--- config.mk ---
export PLATFORM = sky130hd
export DESIGN_NAME = md5_stream_hasher_unit
export DESIGN_NICKNAME = d
export VERILOG_FILES = /design/src/hw/rtl/md5sh_pkg.sv /design/src/hw/rtl/md5_stream_hasher_unit.sv /design/src/hw/rtl/md5sh_msg_buf.sv /design/src/hw/rtl/md5sh_core.sv
export SDC_FILE = /design/constraint.sdc
export NUM_CORES = 2
export LEC_CHECK = 0
export CORE_UTILIZATION = 55
export DETAILED_ROUTE_END_ITERATION = 8
export DONT_BUFFER_PORTS = 1
export PLACE_DENSITY = 0.71
export SETUP_SLACK_MARGIN = 0.4
export SYNTH_ARGS = -nofsm -noshare
export SYNTH_HDL_FRONTEND = slang
export SYNTH_HIERARCHICAL = 1
export SYNTH_SLANG_ARGS = --single-unit
export TNS_END_PERCENT = 30
--- constraint.sdc ---
create_clock -name clock -period 12.12 [get_ports clock]
set_clock_uncertainty 0.2 [all_clocks]
set_input_delay 1.818 -clock clock [delete_from_list [all_inputs] [get_ports clock]]
set_output_delay 1.818 -clock clock [all_outputs]
set_load 0.02 [all_outputs]
--- src/hw/rtl/md5sh_pkg.sv ---
`timescale 1ns / 1ps

package md5sh_pkg;

   // one message byte item
   typedef struct packed {
      logic [7:0] data_byte;
      logic       has_byte;
      logic       last;
   } req_item_type;

   // one digest word item
   typedef struct packed {
      logic [31:0] digest_word;
      logic [1:0]  word_index;
      logic        last_word;
   } rsp_item_type;

   // sequencer states
   typedef enum logic [2:0] {
      ST_IDLE,
      ST_PREP,
      ST_ROUND,
      ST_FOLD,
      ST_PAD,
      ST_OUT
   } state_type;

   // controls from the sequencer to the round datapath
   typedef struct packed {
      logic       init;
      logic       load;
      logic       step;
      logic       fold;
      logic [5:0] round;
   } core_ctrl_type;

   localparam int BLOCK_BYTES = 64;
   localparam int LEN_OFFSET  = 56;
   localparam logic [7:0] PAD_MARK = 8'h80;

   localparam logic [31:0] MD5_IV [4] = '{
      32'h67452301, 32'hefcdab89, 32'h98badcfe, 32'h10325476
   };

   // per-round additive constants
   localparam logic [31:0] MD5_K [64] = '{
      32'hd76aa478, 32'he8c7b756, 32'h242070db, 32'hc1bdceee,
      32'hf57c0faf, 32'h4787c62a, 32'ha8304613, 32'hfd469501,
      32'h698098d8, 32'h8b44f7af, 32'hffff5bb1, 32'h895cd7be,
      32'h6b901122, 32'hfd987193, 32'ha679438e, 32'h49b40821,
      32'hf61e2562, 32'hc040b340, 32'h265e5a51, 32'he9b6c7aa,
      32'hd62f105d, 32'h02441453, 32'hd8a1e681, 32'he7d3fbc8,
      32'h21e1cde6, 32'hc33707d6, 32'hf4d50d87, 32'h455a14ed,
      32'ha9e3e905, 32'hfcefa3f8, 32'h676f02d9, 32'h8d2a4c8a,
      32'hfffa3942, 32'h8771f681, 32'h6d9d6122, 32'hfde5380c,
      32'ha4beea44, 32'h4bdecfa9, 32'hf6bb4b60, 32'hbebfbc70,
      32'h289b7ec6, 32'heaa127fa, 32'hd4ef3085, 32'h04881d05,
      32'hd9d4d039, 32'he6db99e5, 32'h1fa27cf8, 32'hc4ac5665,
      32'hf4292244, 32'h432aff97, 32'hab9423a7, 32'hfc93a039,
      32'h655b59c3, 32'h8f0ccc92, 32'hffeff47d, 32'h85845dd1,
      32'h6fa87e4f, 32'hfe2ce6e0, 32'ha3014314, 32'h4e0811a1,
      32'hf7537e82, 32'hbd3af235, 32'h2ad7d2bb, 32'heb86d391
   };

   // rotate amounts, indexed by {round group, round mod 4}
   localparam logic [4:0] MD5_S [16] = '{
      5'd7, 5'd12, 5'd17, 5'd22, 5'd5, 5'd9,  5'd14, 5'd20,
      5'd4, 5'd11, 5'd16, 5'd23, 5'd6, 5'd10, 5'd15, 5'd21
   };

   // message word used by a round
   function automatic logic [3:0] md5_g(input logic [5:0] r);
      logic [3:0] rl;
      logic [3:0] g;
      rl = r[3:0];
      case (r[5:4])
         2'b00:   g = rl;
         2'b01:   g = 4'(rl * 4'd5 + 4'd1);
         2'b10:   g = 4'(rl * 4'd3 + 4'd5);
         default: g = 4'(rl * 4'd7);
      endcase
      return g;
   endfunction

endpackage

--- src/hw/rtl/md5_stream_hasher_unit.sv ---
`timescale 1ns / 1ps
// channel  direction  handshake              payload
// req      in         req_valid / req_ready  req_item (data_byte, has_byte, last)
// rsp      out        rsp_valid / rsp_ready  rsp_item (digest_word, word_index, last_word)
//
// a byte item is written into the block buffer when taken; every 64th byte starts a
// compression (one read setup, 64 rounds of the shared round unit, one fold)
// padding writes one byte per cycle into the block buffer, then one or two
// compressions follow, then the four digest words go out in order
// req_ready is low from a full block until compression ends, and during padding and output
// synchronous reset returns the chaining words to the initial values

module md5_stream_hasher_unit import md5sh_pkg::*; (
   input  logic          clock,
   input  logic          reset,
   input  logic          req_valid,
   output logic          req_ready,
   input  req_item_type  req_item,
   output logic          rsp_valid,
   input  logic          rsp_ready,
   output rsp_item_type  rsp_item
);

   state_type state_ff, state_in;
   logic [6:0]  fill_ff, fill_in;
   logic [63:0] bitlen_ff, bitlen_in;
   logic [5:0]  round_ff, round_in;
   logic        pad_ff, pad_in;
   logic        mark_ff, mark_in;
   logic        extra_ff, extra_in;
   logic        final_ff, final_in;
   logic [1:0]  out_idx_ff, out_idx_in;

   logic        wr_en;
   logic [7:0]  wr_data;
   logic [3:0]  rd_addr;
   logic [31:0] msg_word;
   core_ctrl_type ctrl;
   logic [3:0][31:0] chain_value;

   md5sh_msg_buf u_buf (
      .clock   (clock),
      .wr_en   (wr_en),
      .wr_addr (fill_ff[5:0]),
      .wr_data (wr_data),
      .rd_addr (rd_addr),
      .rd_data (msg_word)
   );

   md5sh_core u_core (
      .clock       (clock),
      .reset       (reset),
      .ctrl        (ctrl),
      .msg_word    (msg_word),
      .chain_value (chain_value)
   );

   // next state
   always_comb begin
      state_in = state_ff;
      unique case (state_ff)
         ST_IDLE: begin
            if (req_valid) begin
               if (req_item.has_byte && fill_ff == 7'(BLOCK_BYTES - 1)) begin
                  state_in = ST_PREP;
               end else if (req_item.last) begin
                  state_in = ST_PAD;
               end
            end
         end
         ST_PAD: begin
            if (fill_ff == 7'(BLOCK_BYTES)) begin
               state_in = ST_PREP;
            end
         end
         ST_PREP:  state_in = ST_ROUND;
         ST_ROUND: begin
            if (round_ff == 6'd63) begin
               state_in = ST_FOLD;
            end
         end
         ST_FOLD: begin
            if (final_ff) begin
               state_in = ST_OUT;
            end else if (pad_ff) begin
               state_in = ST_PAD;
            end else begin
               state_in = ST_IDLE;
            end
         end
         ST_OUT: begin
            if (rsp_ready && out_idx_ff == 2'd3) begin
               state_in = ST_IDLE;
            end
         end
         default: state_in = ST_IDLE;
      endcase
   end

   // datapath control and register updates
   always_comb begin
      fill_in    = fill_ff;
      bitlen_in  = bitlen_ff;
      round_in   = round_ff;
      pad_in     = pad_ff;
      mark_in    = mark_ff;
      extra_in   = extra_ff;
      final_in   = final_ff;
      out_idx_in = out_idx_ff;
      wr_en      = 1'b0;
      wr_data    = req_item.data_byte;
      rd_addr    = md5_g(6'd0);
      ctrl       = '{init: 1'b0, load: 1'b0, step: 1'b0, fold: 1'b0, round: round_ff};
      req_ready  = 1'b0;
      rsp_valid  = 1'b0;
      unique case (state_ff)
         ST_IDLE: begin
            req_ready = 1'b1;
            if (req_valid) begin
               pad_in = req_item.last;
               if (req_item.has_byte) begin
                  wr_en     = 1'b1;
                  fill_in   = fill_ff + 7'd1;
                  bitlen_in = bitlen_ff + 64'd8;
               end
            end
         end
         ST_PAD: begin
            if (fill_ff != 7'(BLOCK_BYTES)) begin
               wr_en   = 1'b1;
               fill_in = fill_ff + 7'd1;
               if (!mark_ff) begin
                  // end-of-message marker
                  wr_data  = PAD_MARK;
                  mark_in  = 1'b1;
                  extra_in = (fill_ff >= 7'(LEN_OFFSET));
               end else if (extra_ff || fill_ff < 7'(LEN_OFFSET)) begin
                  wr_data = 8'd0;
               end else begin
                  // bit length, least significant byte first
                  wr_data = bitlen_ff[8*fill_ff[2:0] +: 8];
                  if (fill_ff == 7'(BLOCK_BYTES - 1)) begin
                     final_in = 1'b1;
                  end
               end
            end
         end
         ST_PREP: begin
            ctrl.load = 1'b1;
            fill_in   = 7'd0;
            extra_in  = 1'b0;
         end
         ST_ROUND: begin
            ctrl.step = 1'b1;
            rd_addr   = md5_g(round_ff + 6'd1);
            round_in  = round_ff + 6'd1;
         end
         ST_FOLD: begin
            ctrl.fold = 1'b1;
         end
         ST_OUT: begin
            rsp_valid = 1'b1;
            if (rsp_ready) begin
               out_idx_in = out_idx_ff + 2'd1;
               if (out_idx_ff == 2'd3) begin
                  ctrl.init = 1'b1;
                  bitlen_in = 64'd0;
                  pad_in    = 1'b0;
                  mark_in   = 1'b0;
                  extra_in  = 1'b0;
                  final_in  = 1'b0;
                  fill_in   = 7'd0;
               end
            end
         end
         default: ;
      endcase
   end

   // result payload straight from the chaining words
   always_comb begin
      rsp_item.digest_word = chain_value[out_idx_ff];
      rsp_item.word_index  = out_idx_ff;
      rsp_item.last_word   = (out_idx_ff == 2'd3);
   end

   // control registers
   always_ff @(posedge clock) begin
      if (reset) begin
         state_ff   <= ST_IDLE;
         fill_ff    <= 7'd0;
         bitlen_ff  <= 64'd0;
         round_ff   <= 6'd0;
         pad_ff     <= 1'b0;
         mark_ff    <= 1'b0;
         extra_ff   <= 1'b0;
         final_ff   <= 1'b0;
         out_idx_ff <= 2'd0;
      end else begin
         state_ff   <= state_in;
         fill_ff    <= fill_in;
         bitlen_ff  <= bitlen_in;
         round_ff   <= round_in;
         pad_ff     <= pad_in;
         mark_ff    <= mark_in;
         extra_ff   <= extra_in;
         final_ff   <= final_in;
         out_idx_ff <= out_idx_in;
      end
   end

`ifndef ASSERT_OFF
   a_no_overlap: assert property (@(posedge clock) disable iff (reset)
      !(req_ready && rsp_valid))
      else $error("input taken while digest output is pending");

   a_fill_range: assert property (@(posedge clock) disable iff (reset)
      fill_ff <= 7'(BLOCK_BYTES))
      else $error("block fill count out of range");

   a_round_idle: assert property (@(posedge clock) disable iff (reset)
      state_ff != ST_ROUND |-> round_ff == 6'd0)
      else $error("round counter left nonzero outside compression");

   a_clean_end: assert property (@(posedge clock) disable iff (reset)
      rsp_valid && rsp_ready && rsp_item.last_word |=>
         state_ff == ST_IDLE && fill_ff == 7'd0 && bitlen_ff == 64'd0)
      else $error("state not cleared after final digest word");
`endif

endmodule

--- src/hw/rtl/md5sh_msg_buf.sv ---
`timescale 1ns / 1ps

module md5sh_msg_buf import md5sh_pkg::*; (
   input  logic        clock,
   input  logic        wr_en,
   input  logic [5:0]  wr_addr,
   input  logic [7:0]  wr_data,
   input  logic [3:0]  rd_addr,
   output logic [31:0] rd_data
);

   logic [31:0] mem [16];
   logic [31:0] rd_data_ff;

   // byte-lane write, little-endian within each word
   always_ff @(posedge clock) begin
      if (wr_en) begin
         mem[wr_addr[5:2]][8*wr_addr[1:0] +: 8] <= wr_data;
      end
   end

   // registered word read
   always_ff @(posedge clock) begin
      rd_data_ff <= mem[rd_addr];
   end

   assign rd_data = rd_data_ff;

endmodule

--- src/hw/rtl/md5sh_core.sv ---
`timescale 1ns / 1ps

module md5sh_core import md5sh_pkg::*; (
   input  logic               clock,
   input  logic               reset,
   input  core_ctrl_type      ctrl,
   input  logic [31:0]        msg_word,
   output logic [3:0][31:0]   chain_value
);

   logic [31:0] a_ff, b_ff, c_ff, d_ff;
   logic [3:0][31:0] chain_ff;
   logic [31:0] f_val;
   logic [31:0] sum_val;
   logic [63:0] rot_dbl;
   logic [31:0] new_b;

   // round logic function
   always_comb begin
      case (ctrl.round[5:4])
         2'b00:   f_val = (b_ff & c_ff) | (~b_ff & d_ff);
         2'b01:   f_val = (d_ff & b_ff) | (~d_ff & c_ff);
         2'b10:   f_val = b_ff ^ c_ff ^ d_ff;
         default: f_val = c_ff ^ (b_ff | ~d_ff);
      endcase
   end

   // add, rotate, add
   always_comb begin
      sum_val = a_ff + f_val + MD5_K[ctrl.round] + msg_word;
      rot_dbl = {sum_val, sum_val} << MD5_S[{ctrl.round[5:4], ctrl.round[1:0]}];
      new_b   = b_ff + rot_dbl[63:32];
   end

   // working words
   always_ff @(posedge clock) begin
      if (ctrl.load) begin
         a_ff <= chain_ff[0];
         b_ff <= chain_ff[1];
         c_ff <= chain_ff[2];
         d_ff <= chain_ff[3];
      end else if (ctrl.step) begin
         a_ff <= d_ff;
         b_ff <= new_b;
         c_ff <= b_ff;
         d_ff <= c_ff;
      end
   end

   // chaining words
   always_ff @(posedge clock) begin
      if (reset || ctrl.init) begin
         for (int i = 0; i < 4; i++) begin
            chain_ff[i] <= MD5_IV[i];
         end
      end else if (ctrl.fold) begin
         chain_ff[0] <= chain_ff[0] + a_ff;
         chain_ff[1] <= chain_ff[1] + b_ff;
         chain_ff[2] <= chain_ff[2] + c_ff;
         chain_ff[3] <= chain_ff[3] + d_ff;
      end
   end

   assign chain_value = chain_ff;

endmodule

==> summary.md <==
| Metric | Value |
|---|---|
| PD cells | 316 mW/mm² |
| Wirelength per Cell | between 20 and 25 µm |
| CTS sink count | 883 |
| Syn-to-layout area delta | 7.76% |
| I/O pin count | 51 |
| Clk slew on worst S/H paths | ~0.060 ns |
| Synthesized cell area | 0.0539 mm² |
| GPL Wtd Cong | 1.01 |
| WP data required | about 12 ns |
| Placed insts | 6111 |
| Vias | between 40000 and 50000 |
| First-pass GRT wire length | 236000 µm |
| Min Tclk post-route | 10.91 ns |
| # DRC | 2 |
| DIE HEIGHT | approximately 310 µm |
| Max_slew headroom | 10.8% |
| Die area | 0.0992 mm² |
| Finished Core Util | about 60% |
| Row count | 114 |
| Antenna violations before repair | 0 |
| Ys Warns | 6 |
| Ys flop type | edfxtp_1 |
| Achievable Freq | approximately 0.09 GHz |
| Flop and latch count out of synthesis | 883 |
| Worst VDD drop | 382 µV |
| Num CTS Buffers | 94 |
| Status | complete, but fails checks |
| Final setup fails | 0 |
| CP max FO | 15 |
| Sequential element share of the synthesized area | 44.7% |
| Crit path kind | register to register |
| Final HPWL DP | 110000 µm |
| Syn avg cell area | 10.7 µm² |
| Number of DRC markers in iteration 0 | 4639 |
| PortBufs | 0 |
| Max Slew Vio Count | 0 |
| Commonest non-fill, non-tap cell in the layout | edfxtp_1 |
| Gates resized, CTS repair | 0 |
| Netlist cell types | 96 |
| Combinational share of power | about three fifths |
| Tot Pwr | about 18 mW |
| Die W | 315 µm |
| Slowest cell on crit path | ha_1 |
| RSZ-0062 raised after global routing | false |
| MaxCap Viol Count | 0 |
| Net total in the final layout | roughly 5300 |
| Least-Margin Pin Slew | ~1.3 ns |
| Number of diodes | 0 |
| CTS tree | yes |
| Finished Layout Cells | 6284 |
| Final ANT Viol Nets | 0 |
| Internal | about 10 mW |
| FFs w/ async S/R, synth | 0% |
| P_sw | approximately 8.3 mW |
| Drt pass-1 iters | 9 |
| Post-synth EDFFs | 640 |
| CP max stage delay | 0.73 ns |
| Cell repeated most along the worst path | nor2_1 |
| Vias/cell | 6.53 |
| Initial core utilization | between 50% and 60% |
| Failing checks | DRC |
| Seq pwr share | 22.7% |
| Grt ovf | 0 |
| Fin Setup TNS | 0 ns |
| Clk root buf | clkbuf_16 |
| Most frequent cells in the layout | 640 x edfxtp_1, 440 x nand2_1, 411 x nor2_1, 387 x a21oi_1, 282 x o21ai_0 |
| Final Hold Slack | 0.287 ns |
| Crit path capture type | register |
| Quantity of hold-fixing buffers added after cts | 0 |
| Final Hold Viols | 0 |
| Final Cycle Share | 90.0% |
| Switching part of the total | approximately 45% |
| Startpoint Class | register |
| Mapped Cells | 5050 |
| GRT Total Usage | a little under a third |
| Final wirelength | about 160000 µm |
| Postcts setup bufs | 0 |
| Maximum root-to-sink buffer count | 3 |
| Layout cells sized above 1 | 11.2% |
| Clock share of power | 15.7% |
| Vias in the first global route | between 30000 and 40000 |
| Leakage Power | 21.1 nW |
| Worst EP arrival | 11.11 ns |
| Tightest Hold Check Type | register to register |
| H-tree level count | 3 |
| Clk_lat worst skew | 0.69 ns |
| Largest net degree at the start of global routing | between 150 and 200 |
| Core ar. | ~0.097 mm² |
| Syn_nets | 5370 |
sequential cells by signal, indices dropped and copies added, names as in the netlist:
name / cells
bitlen_ff: 61
extra_ff: 1
fill_ff: 7
final_ff: 1
mark_ff: 1
out_idx_ff: 2
pad_ff: 1
round_ff: 6
state_ff: 3
u_buf/mem: 512
u_buf/rd_data: 32
u_core/a_ff: 32
u_core/b_ff: 32
u_core/c_ff: 32
u_core/chain_value: 128
u_core/d_ff: 32
synthesized netlist by cell type, types with 71 or more instances:
master | instances | area share, %
mux2i_1 | 126 | 2.3
a21o_1 | 71 | 0.99
xnor2_1 | 118 | 1.9
mux4_2 | 178 | 7.4
edfxtp_1 | 640 | 36
clkbuf_1 | 193 | 1.3
nor3_1 | 81 | 0.75
o21ai_0 | 283 | 2.6
nand2_1 | 440 | 3.1
ha_1 | 235 | 5.5
dfxtp_1 | 243 | 9.0
nor2_1 | 414 | 2.9
a21oi_1 | 388 | 3.6
and2_1 | 82 | 0.95
a22oi_1 | 78 | 1.1
mux2_2 | 116 | 2.4
fa_1 | 71 | 2.6
nand3_1 | 77 | 0.72
inv_1 | 200 | 1.4
per-layer routing:
layer,vias to the layer above,share of wire [%],global-route usage [%]
met2,1878,47,49.7
met5,-,0,0
met1,20100,41,41.6
met4,0,4.5,12.6
met3,380,8.3,5.25
li1,18700,-,-
power groups by stage:
stage	logic, mW	registers (mW)	clock network (mW)
finish	11.3	4.17	2.88
global route	12.4	4.19	3.02
CTS	11.1	4.16	2.92
detailed placement	11.0	4.22	0
global placement	10.9	4.21	0
floorplan	8.37	4.07	0
worst max-delay path, delay by kind of cell, from the launching register on:
kind | cells | cell delay [ns]
flip-flops | 1 | 0.31
adder cells (fa/ha/maj) | 5 | 2.14
buffers and inverters | 3 | 0.90
AO/OA/AOI/OAI | 19 | 4.99
AND/OR/NAND/NOR | 4 | 0.90
XOR/XNOR | 2 | 0.29
multiplexers | 4 | 0.84
metrics by stage:
| step | cell area [µm²] | setup slack [ns] |
|---|---|---|
| 2_1_floorplan | 53900 | 2.99 |
| 3_3_place_gp | 55000 | 1.92 |
| 3_5_place_dp | 55000 | 1.77 |
| 4_1_cts | 58100 | 1.69 |
| 5_1_grt | 58100 | 0.776 |
| 6_report | 58100 | 1.21 |
kinds of logic after synthesis:
group                      share of synthesized area (%)
DFF                                                 44.7
AOI/OAI and AO/OA                                   15.4
and+or+nand+nor                                     13.0
adders and majority gates                           8.10
xor gates and xnor gates                            2.99
buffers and inverters                               3.46
muxes                                               12.4
layout make-up:
| class | count | area, µm² |
|---|---|---|
| flip-flops and latches | 883 | 24100 |
| inverters | 206 | 773 |
| fillers | 7816 | 38800 |
| multi-input cells | 3689 | 28000 |
| clock buffers | 130 | 2620 |
| repair buffers | 57 | 490 |
| clock inverters | 43 | 475 |
| well taps | 1276 | 1600 |
path summary, 6_finish.rpt:
| kind | start | to | slack, ns | cells after the start |
|---|---|---|---|---|
| worst min register to register | final_ff | final_ff | 0.29 | 1 |
| worst max register to register | round_ff[1] | u_core/b_ff[28] | 1.21 | 37 |
| worst max-delay path | round_ff[1] | u_core/b_ff[28] | 1.21 | 37 |
| worst min-delay path | final_ff | final_ff | 0.29 | 1 |
Note: power is estimated with default switching activity, not from simulation.
